$ cat src/sv/lcp_pkg.sv
// Shared types and constants for the lease client protocol block.
// Holds message codes, state codes and the packed records passed between modules.
// No dependencies.
`timescale 1ns / 1ps
`default_nettype none

package lcp_pkg;

  // Stream widths
  localparam int S_TDATA_W = 96;
  localparam int S_TUSER_W = 2;
  localparam int M_TDATA_W = 104;
  localparam int M_TUSER_W = 1;

  // Commands carried on the input tuser
  localparam logic [1:0] CMD_START  = 2'd0;
  localparam logic [1:0] CMD_TICK   = 2'd1;
  localparam logic [1:0] CMD_MSG    = 2'd2;
  localparam logic [1:0] CMD_HANGUP = 2'd3;

  // Client phases
  localparam logic [3:0] PH_INIT  = 4'd0;
  localparam logic [3:0] PH_WOFF  = 4'd1;
  localparam logic [3:0] PH_WACK  = 4'd2;
  localparam logic [3:0] PH_USE   = 4'd3;
  localparam logic [3:0] PH_WEXT  = 4'd4;
  localparam logic [3:0] PH_TERM  = 4'd5;
  localparam logic [3:0] PH_WEXT2 = 4'd6;
  localparam logic [3:0] PH_WOFF2 = 4'd7;
  localparam logic [3:0] PH_WACK2 = 4'd8;

  // Message types
  localparam logic [7:0] MSG_DISCOVER = 8'd1;
  localparam logic [7:0] MSG_OFFER    = 8'd2;
  localparam logic [7:0] MSG_REQUEST  = 8'd3;
  localparam logic [7:0] MSG_ACK      = 8'd4;
  localparam logic [7:0] MSG_RELEASE  = 8'd5;

  // Message result codes
  localparam logic [7:0] CODE_OK       = 8'd0;
  localparam logic [7:0] CODE_OFFER_NG = 8'd1;
  localparam logic [7:0] CODE_ALLOC    = 8'd2;
  localparam logic [7:0] CODE_EXT      = 8'd3;
  localparam logic [7:0] CODE_ACK_NG   = 8'd4;

  localparam logic [7:0] TIMEOUT_RESET = 8'd10;
  localparam logic [7:0] ELAPSED_MAX   = 8'hFF;

  typedef struct packed {
    logic [31:0] netmask;
    logic [31:0] address;
    logic [15:0] ttl;
    logic [7:0]  code;
    logic [7:0]  kind;
  } msg_t;

  typedef struct packed {
    logic [1:0] command;
    msg_t       rx;
  } item_t;

  typedef struct packed {
    logic [3:0]  phase;
    logic [7:0]  elapsed;
    logic [15:0] lease_life;
    logic [14:0] lease_period;
    logic [14:0] lease_count;
    logic        handlers_armed;
    logic        done_flag;
    msg_t        msg_buffer;
  } client_t;

  typedef struct packed {
    logic       send_valid;
    msg_t       tx;
    logic [3:0] client_state;
    logic       finished;
  } result_t;

endpackage

`default_nettype wire

$ cat src/sv/lcp_step.sv
// Next-state and result logic for one request of the lease client.
// Pure combinational; depends on lcp_pkg.
`timescale 1ns / 1ps
`default_nettype none

module lcp_step
  import lcp_pkg::*;
(
  input  wire logic [7:0] timeout_ticks,
  input  wire client_t    cur,
  input  wire item_t      item,
  output client_t         nxt,
  output result_t         res
);

  logic        sent;
  logic        pend;
  logic [7:0]  el_inc;
  logic [14:0] cnt_inc;

  always_comb begin
    nxt     = cur;
    sent    = 1'b0;
    pend    = 1'b0;
    el_inc  = cur.elapsed;
    cnt_inc = cur.lease_count;

    if (!cur.done_flag) begin
      unique case (item.command)
        CMD_START: begin
          if (cur.phase == PH_INIT) begin
            nxt.msg_buffer      = '0;
            nxt.msg_buffer.kind = MSG_DISCOVER;
            sent                = 1'b1;
            nxt.phase           = PH_WOFF;
            nxt.elapsed         = '0;
          end
        end
        CMD_TICK: begin
          if (cur.phase != PH_INIT) begin
            el_inc      = (cur.elapsed == ELAPSED_MAX) ? cur.elapsed : cur.elapsed + 8'd1;
            nxt.elapsed = el_inc;
            if (el_inc >= timeout_ticks) begin
              unique case (cur.phase) inside
                PH_WOFF: begin
                  sent        = 1'b1;
                  nxt.elapsed = '0;
                  nxt.phase   = PH_WOFF2;
                end
                PH_WACK: begin
                  sent        = 1'b1;
                  nxt.elapsed = '0;
                  nxt.phase   = PH_WACK2;
                end
                PH_WEXT: begin
                  sent        = 1'b1;
                  nxt.elapsed = '0;
                  nxt.phase   = PH_WEXT2;
                end
                PH_WOFF2, PH_WACK2, PH_WEXT2: begin
                  nxt.phase     = PH_TERM;
                  nxt.done_flag = 1'b1;
                end
                default: ;
              endcase
            end
            // Lease timer: restart on expiry; expiry before arming ends the client
            if (cur.lease_period != '0) begin
              cnt_inc = cur.lease_count + 15'd1;
              if (cnt_inc >= cur.lease_period) begin
                nxt.lease_count = '0;
                if (!cur.handlers_armed) begin
                  nxt.phase     = PH_TERM;
                  nxt.done_flag = 1'b1;
                end else begin
                  pend = 1'b1;
                end
              end else begin
                nxt.lease_count = cnt_inc;
              end
            end
            if (pend && cur.phase == PH_USE) begin
              nxt.msg_buffer.kind = MSG_REQUEST;
              nxt.msg_buffer.code = CODE_EXT;
              sent                = 1'b1;
              nxt.phase           = PH_WEXT;
              nxt.elapsed         = '0;
            end
          end
        end
        CMD_MSG: begin
          if (cur.phase != PH_INIT) begin
            nxt.msg_buffer = item.rx;
            unique case (cur.phase) inside
              PH_WOFF, PH_WOFF2: begin
                if (item.rx.kind == MSG_OFFER) begin
                  if (item.rx.code == CODE_OK) begin
                    nxt.msg_buffer.kind = MSG_REQUEST;
                    nxt.msg_buffer.code = CODE_ALLOC;
                    nxt.lease_life      = item.rx.ttl;
                    sent                = 1'b1;
                    nxt.phase           = PH_WACK;
                    nxt.elapsed         = '0;
                  end else if (item.rx.code == CODE_OFFER_NG) begin
                    nxt.phase     = PH_TERM;
                    nxt.done_flag = 1'b1;
                  end
                end else begin
                  nxt.phase     = PH_TERM;
                  nxt.done_flag = 1'b1;
                end
              end
              PH_WACK, PH_WACK2, PH_WEXT, PH_WEXT2: begin
                if (item.rx.kind == MSG_ACK) begin
                  nxt.lease_period = cur.lease_life[15:1];
                  nxt.lease_count  = '0;
                  if (item.rx.code == CODE_OK) begin
                    nxt.handlers_armed = 1'b1;
                    nxt.phase          = PH_USE;
                  end else if (item.rx.code == CODE_ACK_NG) begin
                    nxt.phase     = PH_TERM;
                    nxt.done_flag = 1'b1;
                  end
                end else begin
                  nxt.phase     = PH_TERM;
                  nxt.done_flag = 1'b1;
                end
              end
              default: ;
            endcase
          end
        end
        CMD_HANGUP: begin
          if (cur.phase != PH_INIT) begin
            if (!cur.handlers_armed) begin
              nxt.phase     = PH_TERM;
              nxt.done_flag = 1'b1;
            end else if (cur.phase == PH_USE) begin
              nxt.msg_buffer         = '0;
              nxt.msg_buffer.kind    = MSG_RELEASE;
              nxt.msg_buffer.address = cur.msg_buffer.address;
              sent                   = 1'b1;
              nxt.phase              = PH_TERM;
              nxt.done_flag          = 1'b1;
            end
          end
        end
        default: ;
      endcase
    end

    res.send_valid   = sent;
    res.tx           = sent ? nxt.msg_buffer : '0;
    res.client_state = nxt.phase;
    res.finished     = nxt.done_flag;
  end

endmodule

`default_nettype wire

$ cat src/sv/lease_client_protocol_fsm.sv
// Top level of the lease client: input register, client state, result register.
// Depends on lcp_pkg and lcp_step.
//
//  channel   dir  handshake               payload
//  s_axis    in   tvalid/tready           tuser: command; tdata: received message
//  m_axis    out  tvalid/tready           tuser: send_valid; tdata: sent message, status
//  cfg       in   cfg_wr_en               cfg_wr_data: timeout_ticks
//
// Each request waits in the input register, where lcp_step works out the next client
// state and the result, and then lands in the result register; a new request is taken
// every cycle while m_axis is not stalled. The client state advances when a request leaves the input
// register, so the following request sees it. A stalled m_axis holds the result
// register and then the input register; s_axis_tready drops only when both are full.
// rst clears both valid flags, the client state and sets timeout_ticks to 10.
`timescale 1ns / 1ps
`default_nettype none

module lease_client_protocol_fsm
  import lcp_pkg::*;
(
  input  wire logic                 clk,
  input  wire logic                 rst,
  // config register
  input  wire logic                 cfg_wr_en,
  input  wire logic [7:0]           cfg_wr_data,
  // requests in
  input  wire logic                 s_axis_tvalid,
  output      logic                 s_axis_tready,
  // tdata: rx_type[7:0], rx_code[15:8], rx_ttl[31:16], rx_address[63:32],
  //        rx_netmask[95:64]
  input  wire logic [S_TDATA_W-1:0] s_axis_tdata,
  // tuser: command[1:0]
  input  wire logic [S_TUSER_W-1:0] s_axis_tuser,
  // results out
  output      logic                 m_axis_tvalid,
  input  wire logic                 m_axis_tready,
  // tdata: tx_type[7:0], tx_code[15:8], tx_ttl[31:16], tx_address[63:32],
  //        tx_netmask[95:64], client_state[99:96], finished[100], zero[103:101]
  output      logic [M_TDATA_W-1:0] m_axis_tdata,
  // tuser: send_valid[0]
  output      logic [M_TUSER_W-1:0] m_axis_tuser
);

  logic [7:0] timeout_ticks;
  logic       in_valid;
  item_t      in_item;
  logic       out_valid;
  result_t    out_result;
  client_t    client;
  client_t    client_next;
  result_t    step_result;
  logic       advance;

  // Move the held request on when the result register is free or being drained
  assign advance       = in_valid && (!out_valid || m_axis_tready);
  assign s_axis_tready = !in_valid || advance;

  always_ff @(posedge clk) begin
    if (rst) begin
      timeout_ticks <= TIMEOUT_RESET;
    end else if (cfg_wr_en) begin
      timeout_ticks <= cfg_wr_data;
    end
  end

  // Input register: hold the request until the step logic can hand it on
  always_ff @(posedge clk) begin
    if (rst) begin
      in_valid <= 1'b0;
    end else if (s_axis_tready) begin
      in_valid <= s_axis_tvalid;
    end
  end

  always_ff @(posedge clk) begin
    if (s_axis_tready && s_axis_tvalid) begin
      in_item.command    <= s_axis_tuser[1:0];
      in_item.rx.kind    <= s_axis_tdata[7:0];
      in_item.rx.code    <= s_axis_tdata[15:8];
      in_item.rx.ttl     <= s_axis_tdata[31:16];
      in_item.rx.address <= s_axis_tdata[63:32];
      in_item.rx.netmask <= s_axis_tdata[95:64];
    end
  end

  lcp_step u_step (
    .timeout_ticks (timeout_ticks),
    .cur           (client),
    .item          (in_item),
    .nxt           (client_next),
    .res           (step_result)
  );

  // Client state: advance once per request as it leaves the input register
  always_ff @(posedge clk) begin
    if (rst) begin
      client <= '0;
    end else if (advance) begin
      client <= client_next;
    end
  end

  // Result register
  always_ff @(posedge clk) begin
    if (rst) begin
      out_valid <= 1'b0;
    end else if (advance) begin
      out_valid <= 1'b1;
    end else if (m_axis_tready) begin
      out_valid <= 1'b0;
    end
  end

  always_ff @(posedge clk) begin
    if (advance) begin
      out_result <= step_result;
    end
  end

  assign m_axis_tvalid        = out_valid;
  assign m_axis_tuser[0]      = out_result.send_valid;
  assign m_axis_tdata[7:0]    = out_result.tx.kind;
  assign m_axis_tdata[15:8]   = out_result.tx.code;
  assign m_axis_tdata[31:16]  = out_result.tx.ttl;
  assign m_axis_tdata[63:32]  = out_result.tx.address;
  assign m_axis_tdata[95:64]  = out_result.tx.netmask;
  assign m_axis_tdata[99:96]  = out_result.client_state;
  assign m_axis_tdata[100]    = out_result.finished;
  assign m_axis_tdata[103:101] = 3'b000;

endmodule

`default_nettype wire
$ cat config.mk
export PLATFORM = sky130hd
export DESIGN_NAME = lease_client_protocol_fsm
export DESIGN_NICKNAME = d
export VERILOG_FILES = /design/src/sv/lcp_pkg.sv /design/src/sv/lcp_step.sv /design/src/sv/lease_client_protocol_fsm.sv
export SDC_FILE = /design/constraint.sdc
export NUM_CORES = 1
export LEC_CHECK = 0
export ABC_AREA = 0
export BUFFER_PORTS_ARGS = -buffer_cell sky130_fd_sc_hd__buf_2
export CORE_ASPECT_RATIO = 1.25
export CORE_UTILIZATION = 50
export DETAILED_ROUTE_END_ITERATION = 8
export HOLD_SLACK_MARGIN = 0.05
export PLACE_DENSITY = 0.71
export REMOVE_ABC_BUFFERS = 1
export SYNTH_ARGS = -nofsm -noshare
export SYNTH_HDL_FRONTEND = slang
export SYNTH_SLANG_ARGS = --single-unit
$ cat constraint.sdc
create_clock -name clk -period 7.3 [get_ports clk]
set_input_delay 1.825 -clock clk [delete_from_list [all_inputs] [get_ports clk]]
set_output_delay 1.825 -clock clk [all_outputs]
set_load 0.01 [all_outputs]
==> results of run 1 <==
critical path, delay by kind of cell (launching register included):
family | cells | cell delay, ps
mux | 1 | 390
flops | 1 | 350
buf+inv | 1 | 680
fa+ha+maj | 2 | 490
simple gates | 4 | 760
compound gates | 4 | 1220
synthesized netlist by cell type, types with 6 or more instances:
cell type / number / area [µm²]
nor2_1: 222 / 833.3
nand2b_1: 9 / 56.30
inv_1: 31 / 116.4
o211ai_1: 17 / 127.6
a22o_1: 10 / 87.58
nor4_1: 7 / 43.79
a22oi_1: 100 / 750.7
a21oi_1: 113 / 565.5
dfxtp_1: 165 / 3303
a32oi_1: 32 / 280.3
nor3_1: 20 / 100.1
nor2b_1: 10 / 62.56
buf_2: 12 / 60.06
and2_1: 9 / 56.30
nand4_1: 8 / 50.05
edfxtp_1: 200 / 6006
xnor2_1: 13 / 113.9
ha_1: 29 / 362.9
o21ai_0: 68 / 340.3
nand3_1: 22 / 110.1
or2_2: 6 / 37.54
mux2i_1: 7 / 70.07
a211oi_1: 38 / 285.3
nand2_1: 223 / 837.1
a31oi_1: 6 / 37.54
clkbuf_1: 90 / 337.8
buf_1: 7 / 26.28
sequential cells by signal, summed over array words and instances (netlist names):
name           flops
m_axis_tvalid      1
client           155
in_item           98
m_axis_tuser       1
in_valid           1
timeout_ticks      8
m_axis_tdata     101
final cells by class:
class	instances	area, µm²
diodes	4	10.01
clock buffers	57	1116
clock inverters	13	123.9
fillers	2632	12710
inverters	33	131.4
multi-input cells	1055	5993
flip-flops and latches	365	9309
well taps	407	509.2
repair buffers	228	1179
path summary, 6_finish.rpt:
check	from	endpoint	slack [ps]	cells after the start
max	client[144]$_SDFFE_PP0P_	m_axis_tdata[49]$_SDFFCE_PN0P_	2980	12
min	client[129]$_SDFFE_PP0P_	client[129]$_SDFFE_PP0P_	450	2
max reg2reg	client[144]$_SDFFE_PP0P_	m_axis_tdata[49]$_SDFFCE_PN0P_	2980	12
min reg2reg	client[129]$_SDFFE_PP0P_	client[129]$_SDFFE_PP0P_	450	2
logic make-up (layout without fill, tap and decap cells):
logic type	count (synthesis)	in the layout
AO/OA/AOI/OAI	431	431
XOR/XNOR	16	16
adder cells (fa/ha/maj)	29	29
buffers and inverters	145	331
flip-flops	365	365
multiplexers	11	11
other	1	7
AND/OR/NAND/NOR	565	565
report_power, final:
part | switching (mW) | internal [mW] | leakage (nW)
Clock | 0.779 | 1.13 | 0.598
Sequential | 0.0467 | 2.25 | 3.24
Combinational | 0.218 | 0.0973 | 2.73
Total | 1.04 | 3.48 | 6.57
per-layer routing:
layer | wire [µm] | track usage | vias up
li1 | - | - | 6005
met5 | 27 | 0 | -
met2 | 19120 | 0.3944 | 437
met4 | 1508 | 0.1034 | 4
met3 | 2318 | 0.04008 | 95
met1 | 16170 | 0.3031 | 5981
metrics by stage:
step | area, µm² | setup TNS [ps] | util | worst slack (ps) | std cells
2_1_floorplan | 15400 | -10870 | - | -629.3 | 1453
3_3_place_gp | 17120 | 0 | 0.5509 | 2797 | 2088
3_5_place_dp | 17120 | 0 | 0.5509 | 2706 | 2088
4_1_cts | 18360 | 0 | 0.5908 | 2989 | 2158
5_1_grt | 18360 | 0 | 0.5909 | 2572 | 2159
6_report | 18370 | 0 | 0.5911 | 2980 | 2162
==> flow_metrics.tcl, run 1 <==
set metrics [dict create \
    hold_viol 0 \
    cts_max_level 2 \
    power.total_mw 4.522 \
    hold_path_class "reg -> reg" \
    core_region_area_um2 31080 \
    cap_violations 0 \
    dp_hpwl_mm 24.47 \
    cpMostUsedCell "ha_1" \
    clock_skew_ps 19.00 \
    synth_simple_gate_area_frac 0.1538 \
    critPathSlowestCell "buf_4" \
    first_pass_iters 5 \
    syn_to_final_growth_pct 16.02 \
    slew_headroom 0.2795 \
    syn_area_per_cell_um2 10.13 \
    worstMarginPinSlew_ps 1081 \
    synth_edf_count 200 \
    path_cells "ha_1 > and2_1 > nand3_1 > mux2_2 > ha_1 > a2111oi_0 > o31a_1 > nor3_1 > a21o_1 > a21oi_4 > buf_4 > nor2_1" \
    post-cts-setup-buffers 0 \
    ys.flop_type "edfxtp_1" \
    postCtsHoldBufs 0 \
    cp_max_fo 82 \
    netlist_instances 1563 \
    layout.nets 1861 \
    ys_async_sr_fraction 0 \
    grt_start_max_net_pins 136 \
    muxShareOfSynthArea 0.007269 \
    port_buffers 214 \
    cp-start-kind "register" \
    fmax_ghz 0.2315 \
    grt_pass1_wl_mm 61.41 \
    ant_nets 0 \
    gp_congestion 0.9378 \
    track_usage 0.2371 \
    antenna_found_initial 5 \
    ctsRootBufferMaster "clkbuf_16" \
    yosys_register_bits 365 \
    start_util 0.5095 \
    yosysWarnings 0 \
    final_cell_mix "nand2_1, nor2_1, buf_2" \
    layout_commonest_cell "nand2_1" \
    cts_tree "yes" \
    synth-xor-area-share 0.008850 \
    drtIter0Drc 1094 \
    crit_arrival_ps 4540 \
    seq_area_frac_synth 0.5879 \
    outcome "finished clean" \
    hold-worst-slack_ps 449.9 \
    clock-sinks 365 \
    clkTransAtPathRegs_ps 60 \
    clk_latency_ps 530 \
    avgViaCountPerCell 5.792 \
    io_pins 218 \
    drive_gt1_frac 0.1810 \
    die_h_um 201.0 \
    critPathRequiredTime_ps 7520 \
    dieArea_um2 32390 \
    vias 12522 \
    rsz0062_at_grt "false" \
    globalRouteOverflowTotal 0 \
    wl_per_cell_um 18.10 \
    synth_top_family_by_area "compound AO/OA/AOI/OAI gates" \
    cts_resized 0 \
    numCtsBuffers 38 \
    period_minus_slack_ps 4320 \
    synth_cell_types 73 \
    cp-end-kind "register" \
    synth_compound_area_frac 0.1831 \
    placementRows 72 \
    drv_slew 0 \
    leakage_nw 6.570 \
    critPathMaxStageDelay_ps 680 \
    wl_mm 39.14 \
    die_width_um 161.2 \
    critPathKind "reg -> reg" \
    ir_drop_mv 0.2041 \
    drc 0 \
    grt_pass1_vias 11912 \
    clockBufferDepth 3 \
    synth_area_um2 15840 \
    p_per_area_nw_per_um2 246.1 \
    setup-violations-final 0 \
    finalCritPeriodShare 0.5917 \
    synth_adder_area_share 0.02291 \
]
(Power assumes the default switching activity.)
==> inputs of run 2 (changes only) <==
--- a/config.mk
+++ b/config.mk
@@ -11,7 +11,7 @@
 export CORE_UTILIZATION = 50
 export DETAILED_ROUTE_END_ITERATION = 8
 export HOLD_SLACK_MARGIN = 0.05
-export PLACE_DENSITY = 0.71
+export PLACE_DENSITY = 0.74
 export REMOVE_ABC_BUFFERS = 1
 export SYNTH_ARGS = -nofsm -noshare
 export SYNTH_HDL_FRONTEND = slang
==> constraint.sdc (replaced) <==
create_clock -name clk -period 3.9 [get_ports clk]
set_input_delay 0.975 -clock clk [delete_from_list [all_inputs] [get_ports clk]]
set_output_delay 0.975 -clock clk [all_outputs]
set_load 0.01 [all_outputs]
==> run 2 against run 1 <==
Against the previous run: register-to-register slack worse by 2700 ps; combinational power up 98%; core utilization up 0.79 points; fmax up 18%; cell count up 0.51%; final area up 1.3%; die area unchanged; hold slack better by 0.56 ps; power up 90%; largest cell class unchanged; clock power up 93%; critical endpoint is now m_axis_tdata[52]$_SDFFCE_PN0P_.
==> flow_metrics.tcl, run 2 (synthesis results as in run 1) <==
set metrics [dict create \
    outcome "finished clean" \
    dp_hpwl_mm 25.78 \
    track_usage 0.2503 \
    drc 0 \
    critPathRequiredTime_ps 4170 \
    post-place-ws_ps 185.2 \
    ctsRootBufferMaster "clkbuf_16" \
    period_minus_slack_ps 3666 \
    cts_tree "yes" \
    grt_pass1_vias 12445 \
    ir_drop_mv 0.3780 \
    gp_congestion 0.9344 \
    placementRows 72 \
    clock_skew_ps 15.71 \
    slew_headroom 0.4619 \
    io_pins 218 \
    globalRouteOverflowTotal 0 \
    syn_to_final_growth_pct 17.56 \
    cp-end-kind "register" \
    port_buffers 214 \
    clock-sinks 365 \
    drtIter0Drc 1074 \
    clockBufferDepth 3 \
    wl_per_cell_um 18.82 \
    drive_gt1_frac 0.1909 \
    numCtsBuffers 38 \
    core_region_area_um2 31080 \
    wl_mm 40.90 \
    antenna_found_initial 4 \
    rsz0062_at_grt "false" \
    setup_slack_ps 233.9 \
    first_pass_iters 5 \
    n_fill_cell 2606 \
    cp-start-kind "register" \
    cp_max_fo 42 \
    grt_start_max_net_pins 120 \
    hold_path_class "reg -> reg" \
    final_core_util 0.5990 \
    critPathKind "reg -> reg" \
    power.total_mw 8.610 \
    leakage_nw 6.704 \
    layout.nets 1876 \
    worstMarginPinSlew_ps 804.9 \
    clkTransAtPathRegs_ps 60 \
    largest_register_ffs 155 \
    dieArea_um2 32390 \
    cts_max_level 2 \
    drv_slew 0 \
    layoutNonFillerInstCount 2173 \
    avgViaCountPerCell 5.897 \
    placed_cells 2103 \
    die_width_um 161.2 \
    max_flop_register "client" \
    clk_latency_ps 540 \
    post-cts-setup-buffers 0 \
    fmax_ghz 0.2728 \
    start_util 0.5095 \
    cap_violations 0 \
    setup-violations-final 0 \
    p_per_area_nw_per_um2 462.5 \
    ant_nets 0 \
    hold_viol 0 \
    grt_pass1_wl_mm 64.67 \
    vias 12814 \
    die_h_um 201.0 \
    crit_arrival_ps 3940 \
    final_cell_mix "nand2_1, nor2_1, buf_2" \
    hold-worst-slack_ps 450.4 \
    finalCritPeriodShare 0.9400 \
    layout_commonest_cell "nand2_1" \
]
-- run 2: cell count changes in the layout (fill, tap and decap cells not counted), sizes merged --
| cell | before | now |
|---|---|---|
| buf | 228 | 243 |
| bufinv | 2 | 3 |
| clkbuf | 57 | 48 |
| clkinv | 9 | 14 |
| clkinvlp | 3 | 2 |
| diode | 4 | 1 |
| inv | 32 | 35 |
-- run 2: repair_timing --
item | in CTS | in global routing
hold endpoints to repair | 0 | 0
hold buffers | 0 | 0
gates resized for setup | 0 | 4
endpoints found under the setup margin | 0 | 102
-- run 2: final timing paths --
path,start,endpoint,slack [ps],depth (start not counted)
worst max-delay path,client[144]$_SDFFE_PP0P_,m_axis_tdata[52]$_SDFFCE_PN0P_,230,13
worst min-delay path,client[139]$_SDFFE_PP0P_,client[139]$_SDFFE_PP0P_,450,2
worst max register to register,client[144]$_SDFFE_PP0P_,m_axis_tdata[52]$_SDFFCE_PN0P_,230,13
worst min register to register,client[139]$_SDFFE_PP0P_,client[139]$_SDFFE_PP0P_,450,2
-- run 2: where the power goes --
| part | total (mW) | internal [mW] | switching, mW |
|---|---|---|---|
| Clock | 3.69 | 2.18 | 1.52 |
| Sequential | 4.29 | 4.21 | 0.0854 |
| Combinational | 0.623 | 0.199 | 0.424 |
-- run 2: metal layers --
layer | GRT usage | up-vias | part of all wire
li1 | - | 6025 | -
met1 | 0.3119 | 6155 | 0.39
met2 | 0.4184 | 517 | 0.50
met3 | 0.04380 | 113 | 0.066
met4 | 0.1223 | 4 | 0.042
met5 | 0 | - | 0.00056
-- run 2: worst max-delay path, cell delays in order (launching register included) --
cell       delay [ps]
dfxtp_1           400
ha_1              190
and2_1            220
nand3_1           260
xnor2_1           200
ha_1              260
nand2b_1          140
a2111oi_1         510
o31a_1            280
nor3_2            110
a21o_1            260
a21oi_4           220
buf_12            260
nor2_1             90
-- run 2: cell type report --
class | instances | area [µm²] | area share
flip-flops and latches | 365 | 9309 | 0.5000
inverters | 33 | 131.4 | 0.007057
multi-input cells | 1055 | 6012 | 0.3229
clock buffers | 48 | 1082 | 0.05814
well taps | 407 | 509.2 | 0.02735
repair buffers | 243 | 1379 | 0.07406
clock inverters | 21 | 191.4 | 0.01028
diodes | 1 | 2.502 | 0.0001344
-- run 2: per-stage QoR --
step / setup TNS, ps / cell area (µm²)
6_report: 0 / 18620
5_1_grt: 0 / 18620
4_1_cts: 0 / 18600
3_5_place_dp: 0 / 17320
3_3_place_gp: 0 / 17320
2_1_floorplan: -537310 / 15400
